$ cat config.mk
export PLATFORM = sky130hd
export DESIGN_NAME = lgcd_front_flat
export DESIGN_NICKNAME = d
export VERILOG_FILES = /design/src/rtl/core/lgcd_pkg.sv /design/src/rtl/core/lgcd_channels.sv /design/src/rtl/core/lgcd_front.sv /design/src/flat_wrapper.sv
export SDC_FILE = /design/constraint.sdc
export NUM_CORES = 2
export LEC_CHECK = 0
export BUFFER_PORTS_ARGS = -buffer_cell sky130_fd_sc_hd__buf_2
export CORE_MARGIN = 5
export CORE_UTILIZATION = 55
export DETAILED_ROUTE_END_ITERATION = 8
export PLACE_DENSITY_LB_ADDON = 0.1
export SLEW_MARGIN = 20
export SYNTH_ARGS = -nofsm -noshare
export SYNTH_HDL_FRONTEND = slang
export SYNTH_SLANG_ARGS = --single-unit
$ cat constraint.sdc
create_clock -name vclk -period 26.2
set_input_delay 2.62 -clock vclk [all_inputs]
set_output_delay 2.62 -clock vclk [all_outputs]
set_load 0.005 [all_outputs]
$ cat src/rtl/core/lgcd_pkg.sv
// Shared types, constants and tables of the locator distance block.
`timescale 1ns / 1ps

package lgcd_pkg;

   // Operation selector codes
   localparam logic [1:0] OP_GRID_GRID   = 2'd0;
   localparam logic [1:0] OP_GRID_POINT  = 2'd1;
   localparam logic [1:0] OP_POINT_POINT = 2'd2;
   // selector with no operation; always answered as invalid
   localparam logic [1:0] OP_UNUSED      = 2'd3;

   // Half-arcsecond angle width (signed) and its magnitude width
   localparam int HALF_W = 21;
   localparam int MAG_W  = 20;

   // CORDIC datapath
   localparam int CORDIC_STEPS = 24;
   localparam int CORDIC_W     = 36;
   localparam logic signed [CORDIC_W-1:0] CORDIC_START = 36'sd652032874;

   // Radians per half arcsecond in Q60, split for two partial products
   localparam logic [63:0] PI_Q60          = 64'h3243F6A8885A308D;
   localparam logic [63:0] RAD_PER_HALFSEC = PI_Q60 / 64'd1296000;
   localparam logic [20:0] RAD_KL          = RAD_PER_HALFSEC[20:0];
   localparam logic [20:0] RAD_KH          = RAD_PER_HALFSEC[41:21];
   localparam int ACC_W = 62;

   // Output scaling: twice the units per radian, and the clamp
   localparam logic [17:0] UNITS_X2 = 18'd203872;
   localparam logic [19:0] DIST_MAX = 20'd320242;
   localparam int PROD_W = 50;

   // Queue between front and back
   localparam int QUEUE_DEPTH = 2;
   localparam int QPTR_W      = $clog2(QUEUE_DEPTH);

   // Classified item handed from front to back
   typedef struct packed {
      logic                     ok;
      logic signed [HALF_W-1:0] h_dphi;
      logic signed [HALF_W-1:0] h_dlam;
      logic signed [HALF_W-1:0] h_sum;
   } lgcd_job_type;

   // atan(2^-i) in Q30, truncated
   function automatic logic [31:0] atan_q30(input logic [4:0] i);
      logic [31:0] a;
      case (i)
         5'd0:  a = 32'h3243F6A8;
         5'd1:  a = 32'h1DAC6705;
         5'd2:  a = 32'h0FADBAFC;
         5'd3:  a = 32'h07F56EA6;
         5'd4:  a = 32'h03FEAB76;
         5'd5:  a = 32'h01FFD55B;
         5'd6:  a = 32'h00FFFAAA;
         5'd7:  a = 32'h007FFF55;
         5'd8:  a = 32'h003FFFEA;
         5'd9:  a = 32'h001FFFFD;
         5'd10: a = 32'h000FFFFF;
         5'd11: a = 32'h0007FFFF;
         5'd12: a = 32'h0003FFFF;
         5'd13: a = 32'h0001FFFF;
         5'd14: a = 32'h0000FFFF;
         5'd15: a = 32'h00007FFF;
         5'd16: a = 32'h00003FFF;
         5'd17: a = 32'h00001FFF;
         5'd18: a = 32'h00000FFF;
         5'd19: a = 32'h000007FF;
         5'd20: a = 32'h000003FF;
         5'd21: a = 32'h000001FF;
         5'd22: a = 32'h000000FF;
         5'd23: a = 32'h0000007F;
         5'd24: a = 32'h0000003F;
         5'd25: a = 32'h0000001F;
         5'd26: a = 32'h0000000F;
         5'd27: a = 32'h00000007;
         5'd28: a = 32'h00000003;
         5'd29: a = 32'h00000001;
         default: a = 32'h00000000;
      endcase
      return a;
   endfunction

endpackage

$ cat src/rtl/core/lgcd_channels.sv
// Request and response channel interfaces of the locator distance block.
`timescale 1ns / 1ps

interface lgcd_req_if;
   logic               valid;
   logic               ready;
   logic [1:0]         op;
   logic [47:0]        grid_a;
   logic [2:0]         len_a;
   logic [47:0]        grid_b;
   logic [2:0]         len_b;
   logic signed [19:0] point_a_lat;
   logic signed [20:0] point_a_lon;
   logic signed [19:0] point_b_lat;
   logic signed [20:0] point_b_lon;

   modport source (output valid, op, grid_a, len_a, grid_b, len_b,
                   point_a_lat, point_a_lon, point_b_lat, point_b_lon,
                   input ready);
   modport sink (input valid, op, grid_a, len_a, grid_b, len_b,
                 point_a_lat, point_a_lon, point_b_lat, point_b_lon,
                 output ready);
endinterface


$ cat src/rtl/core/lgcd_front.sv
// Front end: decodes locators and points into three half-arcsecond angles.
`timescale 1ns / 1ps

module lgcd_front (
   lgcd_req_if.sink              req,
   input  logic                  q_full,
   output logic                  push,
   output lgcd_pkg::lgcd_job_type job
);

   typedef struct packed {
      logic               ok;
      logic signed [19:0] lat;
      logic signed [20:0] lon;
   } place_type;

   function automatic logic [7:0] upcase(input logic [7:0] ch);
      logic [7:0] r;
      r = ch;
      if (ch inside {["a":"z"]}) r = ch - 8'd32;
      return r;
   endfunction

   function automatic place_type decode(input logic [47:0] grid, input logic [2:0] len);
      logic [7:0]  c0, c1, c2, c3, c4, c5;
      logic [20:0] lo_u;
      logic [19:0] la_u;
      logic signed [21:0] lo_s;
      logic signed [20:0] la_s;
      place_type p;
      c0 = upcase(grid[47:40]);
      c1 = upcase(grid[39:32]);
      c2 = upcase(grid[31:24]);
      c3 = upcase(grid[23:16]);
      c4 = upcase(grid[15:8]);
      c5 = upcase(grid[7:0]);
      p.ok = (len == 3'd2 || len == 3'd4 || len == 3'd6)
          && (c0 inside {["A":"R"]}) && (c1 inside {["A":"R"]});
      if (len != 3'd2) begin
         p.ok = p.ok && (c2 inside {["0":"9"]}) && (c3 inside {["0":"9"]});
      end
      if (len == 3'd6) begin
         p.ok = p.ok && (c4 inside {["A":"X"]}) && (c5 inside {["A":"X"]});
      end
      // offsets from the southwest corner of the field grid
      lo_u = 21'(c0 - "A") * 21'd72000;
      la_u = 20'(c1 - "A") * 20'd36000;
      if (len == 3'd2) begin
         lo_u = lo_u + 21'd36000;
         la_u = la_u + 20'd18000;
      end else if (len == 3'd4) begin
         lo_u = lo_u + 21'(c2 - "0") * 21'd7200 + 21'd3600;
         la_u = la_u + 20'(c3 - "0") * 20'd3600 + 20'd1800;
      end else begin
         lo_u = lo_u + 21'(c2 - "0") * 21'd7200 + 21'(c4 - "A") * 21'd300 + 21'd150;
         la_u = la_u + 20'(c3 - "0") * 20'd3600 + 20'(c5 - "A") * 20'd150 + 20'd75;
      end
      lo_s  = $signed({1'b0, lo_u}) - 22'sd648000;
      la_s  = $signed({1'b0, la_u}) - 21'sd324000;
      p.lon = lo_s[20:0];
      p.lat = la_s[19:0];
      return p;
   endfunction

   function automatic logic signed [19:0] clamp_lat(input logic signed [19:0] v);
      logic signed [19:0] r;
      r = v;
      if (v > 20'sd324000) r = 20'sd324000;
      if (v < -20'sd324000) r = -20'sd324000;
      return r;
   endfunction

   place_type          pa, pb, p1, p2;
   logic               ok;
   logic signed [22:0] dlon;

   // Decode both locators and pick the two places
   always_comb begin
      pa = decode(req.grid_a, req.len_a);
      pb = decode(req.grid_b, req.len_b);
      p1 = pa;
      p2 = pb;
      ok = 1'b0;
      case (req.op)
         lgcd_pkg::OP_GRID_GRID: begin
            ok = pa.ok && pb.ok;
         end
         lgcd_pkg::OP_GRID_POINT: begin
            ok     = pa.ok;
            p2.lat = clamp_lat(req.point_b_lat);
            p2.lon = req.point_b_lon;
         end
         lgcd_pkg::OP_POINT_POINT: begin
            ok     = 1'b1;
            p1.lat = clamp_lat(req.point_a_lat);
            p1.lon = req.point_a_lon;
            p2.lat = clamp_lat(req.point_b_lat);
            p2.lon = req.point_b_lon;
         end
         default: begin
            ok = 1'b0;
         end
      endcase
   end

   // Wrap the longitude difference into one half turn either side
   always_comb begin
      dlon = 23'(p2.lon) - 23'(p1.lon);
      if (dlon >= 23'sd648000) dlon = dlon - 23'sd1296000;
      if (dlon >= 23'sd648000) dlon = dlon - 23'sd1296000;
      if (dlon < -23'sd648000) dlon = dlon + 23'sd1296000;
      if (dlon < -23'sd648000) dlon = dlon + 23'sd1296000;
   end

   // Build the item for the queue
   always_comb begin
      job.ok     = ok;
      job.h_dphi = 21'(p2.lat) - 21'(p1.lat);
      job.h_sum  = 21'(p1.lat) + 21'(p2.lat);
      job.h_dlam = dlon[20:0];
   end

   assign req.ready = !q_full;
   assign push      = req.valid && !q_full;

endmodule

$ cat src/flat_wrapper.sv
// flat-port wrapper written by rule: the top's interface ports become plain ports
module lgcd_front_flat 
  (q_full, push, job, req_valid, req_op, req_grid_a, req_len_a, req_grid_b, req_len_b, req_point_a_lat, req_point_a_lon, req_point_b_lat, req_point_b_lon, req_ready);
  lgcd_req_if req_i ();
  input  logic q_full;
  output logic push;
  output lgcd_pkg::lgcd_job_type job;
  input wire logic [$bits(req_i.valid)-1:0] req_valid;
  input wire logic [$bits(req_i.op)-1:0] req_op;
  input wire logic [$bits(req_i.grid_a)-1:0] req_grid_a;
  input wire logic [$bits(req_i.len_a)-1:0] req_len_a;
  input wire logic [$bits(req_i.grid_b)-1:0] req_grid_b;
  input wire logic [$bits(req_i.len_b)-1:0] req_len_b;
  input wire logic [$bits(req_i.point_a_lat)-1:0] req_point_a_lat;
  input wire logic [$bits(req_i.point_a_lon)-1:0] req_point_a_lon;
  input wire logic [$bits(req_i.point_b_lat)-1:0] req_point_b_lat;
  input wire logic [$bits(req_i.point_b_lon)-1:0] req_point_b_lon;
  output wire logic [$bits(req_i.ready)-1:0] req_ready;
  assign req_i.valid = req_valid;
  assign req_i.op = req_op;
  assign req_i.grid_a = req_grid_a;
  assign req_i.len_a = req_len_a;
  assign req_i.grid_b = req_grid_b;
  assign req_i.len_b = req_len_b;
  assign req_i.point_a_lat = req_point_a_lat;
  assign req_i.point_a_lon = req_point_a_lon;
  assign req_i.point_b_lat = req_point_b_lat;
  assign req_i.point_b_lon = req_point_b_lon;
  assign req_ready = req_i.ready;
  lgcd_front u_core (.req(req_i), .q_full(q_full), .push(push), .job(job));
endmodule
==> results.yml <==
run_status:
  status: "completed"
timing:
  fin_crit_sh: 0.8644
  drv_slew: 0
  rsz0062_at_grt: "false"
  setup_violations: 0
  clock.fmax_ghz: 0.04416
  min_period_ns: 22.65
  max_slew_margin: 0.3137
  fin_setup_tns_ns: 0
  hold_viol: 0
  tightest_slew_ns: 1.029
worst_setup_path:
  crit_path_max_fanout: 19
  cp-end-kind: "primary output"
  crit_type: "in -> out"
  crit_required_ns: 23.58
  slowest_stage: "nor2_1"
  worstPathArrival_ns: 20.03
  worst_setup_path_start_kind: "input port"
  startpoint: "req_grid_b[40]"
  cpMostUsedCell: "ha_1"
  critPathMaxStageDelay_ns: 0.65
floorplan:
  dieWidth_um: 254.8
  row_count: 89
  dieArea_um2: 64950
  initial_core_util: 0.5566
  core-area_um2: 59240
  die_h_um: 254.8
  io_pins: 254
drt:
  routed_via_density: 5.650
  drc_errors: 0
  num_vias: 30080
  wl_per_cell_um: 17.61
  first_pass_iters: 6
  drtIter0Drc: 1987
  ant_nets: 0
  totalWireLength_um: 93770
hold_path:
  min_path_type: "in -> out"
  hp-start: "q_full"
run:
  drv_cap: 0
yosys:
  syn_avg_cell_area_um2: 7.599
  netlist_instances: 4339
  synth_top_cell_by_area: "ha_1"
  synth_commonest_cells: "ha_1 (805), inv_1 (716), xnor2_1 (398)"
  synth_most_common_cell: "ha_1"
  netlist.area_leader.share: 0.3055
  yosys_warnings: 0
  synth_nets: 5511
  synth.distinct_cells: 97
  yosysSeqAreaShare: 0
  netlist_area_um2: 32970
  synth.area.top_cells: "ha_1 (31%), fa_1 (11%), xnor2_1 (11%)"
cells_and_area:
  drive_above_1_share: 0.07374
  finalNetCount: 5717
  seq_area_um2: 0
  clockBufferCount: 0
  seq_cells: 0
  syn2layout_area_growth_pct: 6.417
grt:
  overflow: 0
  antenna_found_initial: 16
  grt_use_total: 0.2787
  grt_max_degree: 55
  grt_pass1_wl_um: 148400
  grt_pass1_vias: 28650
clock_tree:
  post_cts_buffers: 0
  cts_hold_buf: 0
  cts_resized: 0
placed_design:
  port_buffers: 254
  place_congestion: 0.9736
  place.detailed.hpwl_um: 83620
final timing paths:
check,end,cells after the start
setup / recovery,job[40],66
hold / removal,req_ready,3
metrics by stage:
stage | instances | util | hold WS (ns) | area [um^2] | worst slack [ns]
6_report | 5324 | 0.5923 | 5.468 | 35090 | 3.553
4_1_cts | 5316 | 0.5918 | 5.470 | 35060 | 3.715
3_3_place_gp | 5316 | 0.5918 | 5.464 | 35060 | 4.167
5_1_grt | 5317 | 0.5920 | 5.487 | 35070 | 2.032
2_1_floorplan | 4339 | - | 5.267 | 32970 | 6.376
3_5_place_dp | 5316 | 0.5918 | 5.470 | 35060 | 3.763
critical path: cells and delay by family:
kind / cells / cell delay (ns)
buf+inv: 6 / 0.54
simple gates: 18 / 6.03
compound gates: 22 / 4.59
mux: 1 / 0.30
xor+xnor: 6 / 1.42
fa+ha+maj: 13 / 4.50
layout make-up:
cell class,count,area [um^2]
Antenna cell,8,20.02
Fill cell,5782,24150
Timing Repair Buffer,274,1421
Tap cell,773,967.2
Multi-Input combinational cell,3553,29990
Inverter,716,2688
cells in the final DEF (no fill, tap or decap), drive strengths merged, types with 14 or more instances in the layout:
cell type and instances:
ha 805, nor3 65, a22oi 15, a211oi 28, nand2 296, nor2 251
nand3 73, and3 26, buf 274, a21o 57, xor2 161, nand2b 42
inv 716, nor2b 30, a21boi 44, a31oi 35, o211ai 33, nand3b 18
fa 179, nor4 17, nand4 22, a21oi 339, o21a 21, or3 18
xnor2 399, o22ai 28, o21ai 224, o21bai 118, nor3b 15, and2 23
mux2i 14
cells by family after synthesis:
logic type | Yosys count | synth area share
buffers and inverters | 786 | 0.09119
AO/OA/AOI/OAI | 1048 | 0.2017
AND/OR/NAND/NOR | 941 | 0.1371
adder cells (fa/ha/maj) | 984 | 0.4142
XOR/XNOR | 560 | 0.1496
multiplexers | 20 | 0.006299
metal layers:
layer	share of wire	GRT usage	vias to the layer above
met4	0.023	0.04685	4
met3	0.055	0.02378	100
met2	0.46	0.4789	750
met1	0.46	0.3896	14000
met5	0.00030	0	-
li1	-	-	15230
Power is not shown: default switching activity piles up to over one toggle a cycle in this logic, so the estimate is an artifact.
