===== config.mk =====
export PLATFORM = sky130hd
export DESIGN_NAME = lgcd_queue
export DESIGN_NICKNAME = d
export VERILOG_FILES = /design/src/rtl/core/lgcd_pkg.sv /design/src/rtl/core/lgcd_queue.sv
export SDC_FILE = /design/constraint.sdc
export NUM_CORES = 1
export LEC_CHECK = 0
export BUFFER_PORTS_ARGS = -buffer_cell sky130_fd_sc_hd__buf_2
export CAP_MARGIN = 20
export CORE_ASPECT_RATIO = 0.9
export CORE_MARGIN = 5
export CORE_UTILIZATION = 51
export DETAILED_ROUTE_END_ITERATION = 8
export GPL_ROUTABILITY_DRIVEN = 0
export PLACE_DENSITY = 0.78
export SYNTH_ARGS = -nofsm -noshare
export SYNTH_HDL_FRONTEND = slang
export SYNTH_SLANG_ARGS = --single-unit

===== constraint.sdc =====
create_clock -name clock -period 4.45 [get_ports clock]
set_input_delay 0.89 -clock clock [delete_from_list [all_inputs] [get_ports clock]]
set_output_delay 0.89 -clock clock [all_outputs]
set_load 0.05 [all_outputs]

===== src/rtl/core/lgcd_pkg.sv =====
// Shared types, constants and tables of the locator distance block.
`timescale 1ns / 1ps

package lgcd_pkg;

   // Operation selector codes
   localparam logic [1:0] OP_GRID_GRID   = 2'd0;
   localparam logic [1:0] OP_GRID_POINT  = 2'd1;
   localparam logic [1:0] OP_POINT_POINT = 2'd2;
   // selector with no operation; always answered as invalid
   localparam logic [1:0] OP_UNUSED      = 2'd3;

   // Half-arcsecond angle width (signed) and its magnitude width
   localparam int HALF_W = 21;
   localparam int MAG_W  = 20;

   // CORDIC datapath
   localparam int CORDIC_STEPS = 24;
   localparam int CORDIC_W     = 36;
   localparam logic signed [CORDIC_W-1:0] CORDIC_START = 36'sd652032874;

   // Radians per half arcsecond in Q60, split for two partial products
   localparam logic [63:0] PI_Q60          = 64'h3243F6A8885A308D;
   localparam logic [63:0] RAD_PER_HALFSEC = PI_Q60 / 64'd1296000;
   localparam logic [20:0] RAD_KL          = RAD_PER_HALFSEC[20:0];
   localparam logic [20:0] RAD_KH          = RAD_PER_HALFSEC[41:21];
   localparam int ACC_W = 62;

   // Output scaling: twice the units per radian, and the clamp
   localparam logic [17:0] UNITS_X2 = 18'd203872;
   localparam logic [19:0] DIST_MAX = 20'd320242;
   localparam int PROD_W = 50;

   // Queue between front and back
   localparam int QUEUE_DEPTH = 2;
   localparam int QPTR_W      = $clog2(QUEUE_DEPTH);

   // Classified item handed from front to back
   typedef struct packed {
      logic                     ok;
      logic signed [HALF_W-1:0] h_dphi;
      logic signed [HALF_W-1:0] h_dlam;
      logic signed [HALF_W-1:0] h_sum;
   } lgcd_job_type;

   // atan(2^-i) in Q30, truncated
   function automatic logic [31:0] atan_q30(input logic [4:0] i);
      logic [31:0] a;
      case (i)
         5'd0:  a = 32'h3243F6A8;
         5'd1:  a = 32'h1DAC6705;
         5'd2:  a = 32'h0FADBAFC;
         5'd3:  a = 32'h07F56EA6;
         5'd4:  a = 32'h03FEAB76;
         5'd5:  a = 32'h01FFD55B;
         5'd6:  a = 32'h00FFFAAA;
         5'd7:  a = 32'h007FFF55;
         5'd8:  a = 32'h003FFFEA;
         5'd9:  a = 32'h001FFFFD;
         5'd10: a = 32'h000FFFFF;
         5'd11: a = 32'h0007FFFF;
         5'd12: a = 32'h0003FFFF;
         5'd13: a = 32'h0001FFFF;
         5'd14: a = 32'h0000FFFF;
         5'd15: a = 32'h00007FFF;
         5'd16: a = 32'h00003FFF;
         5'd17: a = 32'h00001FFF;
         5'd18: a = 32'h00000FFF;
         5'd19: a = 32'h000007FF;
         5'd20: a = 32'h000003FF;
         5'd21: a = 32'h000001FF;
         5'd22: a = 32'h000000FF;
         5'd23: a = 32'h0000007F;
         5'd24: a = 32'h0000003F;
         5'd25: a = 32'h0000001F;
         5'd26: a = 32'h0000000F;
         5'd27: a = 32'h00000007;
         5'd28: a = 32'h00000003;
         5'd29: a = 32'h00000001;
         default: a = 32'h00000000;
      endcase
      return a;
   endfunction

endpackage


===== src/rtl/core/lgcd_queue.sv =====
// Short queue of classified items between front and back.
`timescale 1ns / 1ps

module lgcd_queue (
   input  logic                   clock,
   input  logic                   reset,
   input  logic                   push,
   input  lgcd_pkg::lgcd_job_type job_in,
   output logic                   full,
   input  logic                   pop,
   output lgcd_pkg::lgcd_job_type job_out,
   output logic                   nonempty
);

   lgcd_pkg::lgcd_job_type             slot_ff [lgcd_pkg::QUEUE_DEPTH];
   logic [lgcd_pkg::QPTR_W-1:0]        wr_ff, wr_in, rd_ff, rd_in;
   logic [lgcd_pkg::QPTR_W:0]          count_ff, count_in;

   function automatic logic [lgcd_pkg::QPTR_W-1:0] bump(input logic [lgcd_pkg::QPTR_W-1:0] p);
      logic [lgcd_pkg::QPTR_W-1:0] r;
      if (p == lgcd_pkg::QPTR_W'(lgcd_pkg::QUEUE_DEPTH - 1)) r = '0;
      else r = p + 1'b1;
      return r;
   endfunction

   assign full     = (count_ff == (lgcd_pkg::QPTR_W + 1)'(lgcd_pkg::QUEUE_DEPTH));
   assign nonempty = (count_ff != '0);
   assign job_out  = slot_ff[rd_ff];

   // Advance pointers and count
   always_comb begin
      wr_in    = push ? bump(wr_ff) : wr_ff;
      rd_in    = pop ? bump(rd_ff) : rd_ff;
      count_in = count_ff;
      if (push && !pop) count_in = count_ff + 1'b1;
      if (pop && !push) count_in = count_ff - 1'b1;
   end

   always_ff @(posedge clock) begin
      if (reset) begin
         wr_ff    <= '0;
         rd_ff    <= '0;
         count_ff <= '0;
      end else begin
         wr_ff    <= wr_in;
         rd_ff    <= rd_in;
         count_ff <= count_in;
      end
   end

   // Store the pushed item
   always_ff @(posedge clock) begin
      if (push) slot_ff[wr_ff] <= job_in;
   end

   a_no_push_full: assert property (@(posedge clock) disable iff (reset) !(push && full))
      else $error("item pushed into a full queue");
   a_no_pop_empty: assert property (@(posedge clock) disable iff (reset) !(pop && !nonempty))
      else $error("item popped from an empty queue");
   a_count_bound: assert property (@(posedge clock) disable iff (reset)
      count_ff <= (lgcd_pkg::QPTR_W + 1)'(lgcd_pkg::QUEUE_DEPTH))
      else $error("queue count beyond depth");

endmodule


==> results of run 1 <==
## cell usage in the layout (no fill, tap or decap), types with 3 or more instances in the layout
master | synthesis | routed
buf_2 | 1 | 133
edfxtp_1 | 128 | 128
mux2_2 | 64 | 64
clkbuf_16 | 0 | 16
clkinv_4 | 0 | 5
nor2_1 | 5 | 4
dfxtp_1 | 5 | 4
buf_4 | 6 | 4
xnor2_1 | 3 | 3
clkinv_2 | 0 | 3
## power groups by stage
stage               Combinational, mW  Sequential [mW]  Clock [mW]
floorplan                       0.385             1.50           0
global placement                0.500             1.51           0
detailed placement              0.507             1.51           0
CTS                             0.509             1.49        1.31
global route                    0.529             1.49        1.37
finish                          0.501             1.49        1.28
## sequential cells by signal (all words and copies together) (netlist names), named ones only
| register | flops |
|---|---|
| rd_ff | 1 |
| count_ff | 2 |
| wr_ff | 1 |
| slot_ff | 128 |
## kinds of logic (layout without fill, tap and decap cells)
| group | Yosys count | after routing |
|---|---|---|
| compound gates | 2 | 2 |
| xor+xnor | 4 | 4 |
| buf+inv | 8 | 170 |
| simple gates | 9 | 9 |
| flops | 133 | 133 |
| mux | 64 | 64 |
| fa+ha+maj | 1 | 1 |
## critical path, stage by stage (launching register included)
cell and delay [ns]:
dfxtp_2 0.60, buf_4 0.40, mux2_2 0.39, buf_2 0.22
## path summary, 6_finish.rpt
kind,cells after the start,start,end,slack [ns]
worst max register to register,2,wr_ff$_SDFFE_PP0P_,slot_ff[1][57]$_DFFE_PP_,2.52
worst max-delay path,3,flop,job_out[51],1.43
worst min register to register,2,count_ff[1]$_SDFFE_PP0P_,count_ff[1]$_SDFFE_PP0P_,0.51
worst min-delay path,2,count_ff[1]$_SDFFE_PP0P_,count_ff[1]$_SDFFE_PP0P_,0.51
## stage by stage
step | setup slack [ns] | instance area [um^2] | total power, mW | hold slack [ns] | utilization [%]
after floorplan | 0.3291 | 4822 | 1.889 | 0.4564 | -
after global placement | 1.924 | 5650 | 2.008 | 0.4760 | 61.64
after detailed placement | 1.904 | 5650 | 2.019 | 0.5046 | 61.64
after CTS | 1.378 | 6206 | 3.306 | 0.5128 | 67.70
after global routing | 1.319 | 6206 | 3.392 | 0.5306 | 67.70
final | 1.432 | 6206 | 3.269 | 0.5061 | 67.70
## layout make-up
type	count	area [um^2]
sequential	133	3945
inverter	1	3.754
multi-input combinational	80	833.3
fill	622	2960
clock inverter	12	133.9
clock buffer	19	421.7
timing repair buffer	138	715.7
tap	122	152.6
## layer usage
| metal | wire length (um) | vias to the layer above |
|---|---|---|
| met5 | 0 | - |
| li1 | - | 1169 |
| met2 | 4303 | 93 |
| met1 | 3579 | 1216 |
| met4 | 78 | 0 |
| met3 | 696 | 9 |
==> results.json, run 1 <==
{
  "wire_per_inst_um": 17.14,
  "drv_slew": 0,
  "finalSetupViolCount": 0,
  "syn_inst": 221,
  "switching_share_pct": 26.66,
  "yosys_warnings": 0,
  "hp-class": "flop to flop",
  "track_usage_pct": 15.58,
  "synthTopCellsByCount": "edfxtp_1 (128), mux2_2 (64), buf_4 (6)",
  "fp.dieH_um": 102.2,
  "fmax_mhz": 331.4,
  "postSynthNetCount": 290,
  "p_leak_nw": 2.356,
  "use_met3_pct": 7.638,
  "grt_pass1_wl_um": 13340,
  "synthSimpleGateAreaFrac_pct": 0.9600,
  "synth_compound_area_share_pct": 0.2076,
  "ant_nets": 0,
  "cp.required_ns": 3.56,
  "worstMarginPinSlew_ns": 0.9738,
  "ioPinCount": 134,
  "critPathMaxFanout": 25,
  "p_clk_share_pct": 39.2,
  "cts_setup_buffers": 0,
  "ys_types": 16,
  "synth_xor_area_share_pct": 0.7265,
  "cp-end-kind": "output pin",
  "cts_resized": 0,
  "cts.sinks": 133,
  "finalSetupTns_ns": 0,
  "crit_path_start_kind": "flop",
  "htree_num_levels": 4,
  "synth_top_area_cell": "edfxtp_1",
  "dr.first_iter.drc_count": 52,
  "antenna_found_initial": 0,
  "critPathArrivalTime_ns": 2.13,
  "num_rows": 33,
  "ys_seq_area_share_pct": 81.79,
  "layout.cells.non_filler": 505,
  "cts-buffers-inserted": 17,
  "busiest_layer": "met2",
  "synth_top_family_by_area": "multiplexers",
  "synth_area_um2": 4822,
  "netSwitchingPower_mw": 0.8715,
  "grt_use_met2_pct": 26.29,
  "period_share_pct": 67.81,
  "via_per_inst": 4.925,
  "synth-seq-cells": 133,
  "synth_adder_area_share_pct": 0.2595,
  "seqPwrFrac_pct": 45.4,
  "cts_hold_buf": 0,
  "clock_latency_ns": 0.50,
  "portBuffers": 133,
  "crit_type": "flop to output pin",
  "avgSynthCellArea_um2": 21.82,
  "grt_max_degree": 34,
  "tritoncts": "built",
  "dp_hpwl_um": 5836,
  "muxShareOfSynthArea_pct": 14.95,
  "slew_headroom_pct": 34.93,
  "grt_pass1_vias": 2699,
  "status": "finished, final reports clean",
  "core_um2": 9166,
  "grt_use_met1_pct": 17.55,
  "finalCriticalPeriod_ns": 3.018,
  "drt-pass1-iter-count": 4,
  "synth.area.top_cells": "edfxtp_1 (80%), mux2_2 (15%), dfxtp_1 (2.1%), buf_4 (0.93%), xnor2_1 (0.54%)",
  "drv_cap": 0,
  "route.detailed.drc": 0,
  "synth-async-reset-ratio_pct": 0,
  "fin_skew_ns": 0.009022,
  "synthDominantCellAreaShare_pct": 79.71,
  "initial_core_util_pct": 52.61,
  "antennaDiodeCount": 0,
  "intPower_mw": 2.397,
  "cts.reportedPaths.clkPinSlew_ns": 0.06,
  "finalHoldViolCount": 0,
  "synth_flop_cell": "edfxtp_1",
  "peakVddDrop_mv": 0.3108,
  "area_growth_pct": 28.70,
  "rsz0062_at_grt": "false",
  "die_area_um2": 11500,
  "dp_cells": 474,
  "cts.path.max_buffers": 2,
  "layout.nets": 440,
  "via_count": 2487,
  "drt-total-wl_um": 8657,
  "drive_gt1_share_pct": 61.62,
  "synth.most_common_cell": "edfxtp_1",
  "die_x_um": 112.5,
  "p_comb_share_pct": 15.3,
  "cts_root_buf": "clkbuf_8",
  "powerDensity_nw_per_um2": 526.7,
  "synth_edf_count": 128,
  "grt_overflow_total": 0
}
Power figures use the tool's default switching activity.
==> run 2: changes to the inputs <==
--- a/config.mk
+++ b/config.mk
@@ -5,14 +5,15 @@
 export SDC_FILE = /design/constraint.sdc
 export NUM_CORES = 1
 export LEC_CHECK = 0
+export ABC_AREA = 1
 export BUFFER_PORTS_ARGS = -buffer_cell sky130_fd_sc_hd__buf_2
 export CAP_MARGIN = 20
 export CORE_ASPECT_RATIO = 0.9
 export CORE_MARGIN = 5
-export CORE_UTILIZATION = 51
+export CORE_UTILIZATION = 52
 export DETAILED_ROUTE_END_ITERATION = 8
 export GPL_ROUTABILITY_DRIVEN = 0
-export PLACE_DENSITY = 0.78
+export PLACE_DENSITY = 0.79
 export SYNTH_ARGS = -nofsm -noshare
 export SYNTH_HDL_FRONTEND = slang
 export SYNTH_SLANG_ARGS = --single-unit
==> constraint.sdc (replaced) <==
create_clock -name clock -period 2.96 [get_ports clock]
set_input_delay 0.592 -clock clock [delete_from_list [all_inputs] [get_ports clock]]
set_output_delay 0.592 -clock clock [all_outputs]
set_load 0.05 [all_outputs]
==> run 2 against run 1 <==
Register-to-register slack lost 1.1 ns. Clock power rose by 58%. Power grew 53%. Non-clock buffer count unchanged. Routed wire length up 4.7%. Critical endpoint is now job_out[22]. Sequential share of layout area decreased by 2.8 points. Clock skew decreased by 0.00090 ns. Count of clock-buffer cells in the layout stayed put. First-iteration DRC count increased by 110%. Largest power group unchanged. Critical path depth did not move.
==> results.json, run 2 <==
{
  "cts.reportedPaths.clkPinSlew_ns": 0.06,
  "critPathMaxFanout": 19,
  "finalSetupTns_ns": 0,
  "hold_end": "slot_ff[0][40]$_DFFE_PP_",
  "area_growth_pct": 26.14,
  "avgSynthCellArea_um2": 22.18,
  "ant_nets": 0,
  "initial_core_util_pct": 53.29,
  "hp-class": "primary input to flop",
  "synth.area.top_cells": "edfxtp_1 (75%), mux2_4 (18%), buf_12 (2.3%), dfxtp_1 (1.9%), mux2_2 (0.88%)",
  "hold_depth": 1,
  "synth_area_um2": 5146,
  "powerDensity_nw_per_um2": 770.4,
  "drt-pass1-iter-count": 4,
  "ys_types": 15,
  "grt_pass1_wl_um": 14200,
  "die_area_um2": 11990,
  "final_common_cell": "buf_2",
  "synth_flop_cell": "edfxtp_1",
  "synth.most_common_cell": "edfxtp_1",
  "place_ws_ns": 0.8420,
  "top_regs": "slot_ff: 128 flops, count_ff: 2 flops",
  "synth-async-reset-ratio_pct": 0,
  "drv_cap": 0,
  "slew_headroom_pct": 60.01,
  "dr.first_iter.drc_count": 108,
  "p_comb_share_pct": 15.3,
  "htree_num_levels": 4,
  "clock_latency_ns": 0.51,
  "synth-seq-cells": 133,
  "reg2reg_depth": 3,
  "grt_pass1_vias": 2819,
  "ys_seq_area_share_pct": 76.64,
  "antenna_found_initial": 0,
  "layout.nets": 451,
  "dp_cells": 489,
  "core_um2": 9657,
  "synthDominantCellAreaShare_pct": 74.69,
  "largest_reg_flops": 128,
  "timing.rr.end": "slot_ff[1][50]$_DFFE_PP_",
  "layout_common_cells": "buf_2 (133), edfxtp_1 (128), mux2_4 (60)",
  "synthTopCellsByCount": "edfxtp_1 (128), mux2_4 (60), nor2_1 (9)",
  "yosys_warnings": 0,
  "grt_max_degree": 41,
  "fmax_mhz": 380.6,
  "peakVddDrop_mv": 0.4137,
  "utilization_pct": 67.22,
  "cts_root_buf": "clkbuf_8",
  "cts_hold_buf": 0,
  "dpl-instance-area_um2": 5912,
  "portBuffers": 133,
  "synth_top_area_cell": "edfxtp_1",
  "via_per_inst": 4.914,
  "die_x_um": 114.9,
  "intPower_mw": 3.712,
  "cp.required_ns": 2.37,
  "cts.path.max_buffers": 2,
  "tritoncts": "built",
  "layout.cells.non_filler": 521,
  "final_area_um2": 6491,
  "num_rows": 34,
  "postSynthNetCount": 301,
  "p_clk_share_pct": 40.3,
  "fp.dieH_um": 104.4,
  "fin_skew_ns": 0.008120,
  "worstMarginPinSlew_ns": 0.5990,
  "cts-buffers-inserted": 17,
  "r2r_start": "wr_ff$_SDFFE_PP0P_",
  "finalSetupViolCount": 0,
  "crit_path_start_kind": "flop",
  "finalHoldViolCount": 0,
  "status": "finished, final reports clean",
  "layout_setup_ws_ns": 0.3325,
  "holdWs_ns": 0.2684,
  "period_share_pct": 88.77,
  "drive_gt1_share_pct": 58.99,
  "p_leak_nw": 2.625,
  "grt_overflow_total": 0,
  "r2r_slack_ns": 1.39,
  "seqPwrFrac_pct": 44.4,
  "largest-register": "slot_ff",
  "drv_slew": 0,
  "drt-total-wl_um": 9062,
  "route.detailed.drc": 0,
  "synth_edf_count": 128,
  "rsz0062_at_grt": "false",
  "antennaDiodeCount": 0,
  "switching_share_pct": 25.78,
  "track_usage_pct": 15.78,
  "cp-end-kind": "output pin",
  "cts.sinks": 133,
  "netSwitchingPower_mw": 1.289,
  "worstHoldStart": "job_in[40]",
  "critPathArrivalTime_ns": 2.04,
  "via_count": 2560,
  "finalCriticalPeriod_ns": 2.628,
  "cts_resized": 0,
  "dp_hpwl_um": 6113,
  "wire_per_inst_um": 17.39,
  "cts_setup_buffers": 0,
  "syn_inst": 232,
  "ioPinCount": 134,
  "crit_type": "flop to output pin",
  "p_total_mw": 5.001
}
-- run 2: cell count changes after synthesis, sizes merged --
| cell | previous run | this run |
|---|---|---|
| or2 | 1 | 0 |
| xor2 | 1 | 0 |
| and2 | 1 | 0 |
| nand2 | 0 | 6 |
| xnor2 | 3 | 1 |
| or3 | 1 | 0 |
| and2b | 1 | 0 |
| nand4 | 0 | 1 |
| nor2 | 5 | 9 |
| nor3 | 0 | 1 |
| inv | 1 | 7 |
-- run 2: cell type report --
type	count	area [um^2]
sequential	133	3948
fill	639	3166
multi-input combinational	85	1052
clock buffer	19	421.7
clock inverter	13	157.7
inverter	7	26.28
tap	126	157.7
timing repair buffer	138	728.2
-- run 2: how the worst max path moves through the flow --
stage / slack [ns] / end
finish: 0.33 / job_out[22]
global route: 0.23 / job_out[22]
CTS: 0.29 / job_out[19]
detailed placement: 0.84 / job_out[19]
global placement: 0.87 / job_out[19]
floorplan: 0.25 / slot_ff[0][0]$_DFFE_PP_
-- run 2: kinds of logic (layout without fill, tap and decap cells) --
group           after synthesis  in the layout  synth area share [%]
flops                       133            133                 76.64
mux                          64             64                 18.38
simple gates                 17             17                 1.313
fa+ha+maj                     1              1                0.2431
xor+xnor                      1              1                0.1702
compound gates                2              2                0.1943
buf+inv                      14            177                 3.064
-- run 2: critical path, stage by stage (launching register included) --
cell	delay, ns
dfxtp_4	0.58
buf_4	0.39
mux2_4	0.33
buf_2	0.21
-- run 2: power groups by stage --
stage          clock [mW]  sequential, mW  combinational (mW)
2_1_floorplan           0            2.24               0.638
3_3_place_gp            0            2.25               0.762
3_5_place_dp            0            2.26               0.773
4_1_cts              2.07            2.22               0.775
5_1_grt              2.17            2.23               0.801
6_report             2.02            2.22               0.765
-- run 2: routing by layer --
metal	up-vias	routed length (um)	share of wire [%]	track usage, %
met5	-	0	0	0
met4	0	57	0.63	4.778
met3	6	866	9.6	7.272
met2	110	4687	52	26.28
met1	1240	3450	38	18.09
li1	1204	-	-	-
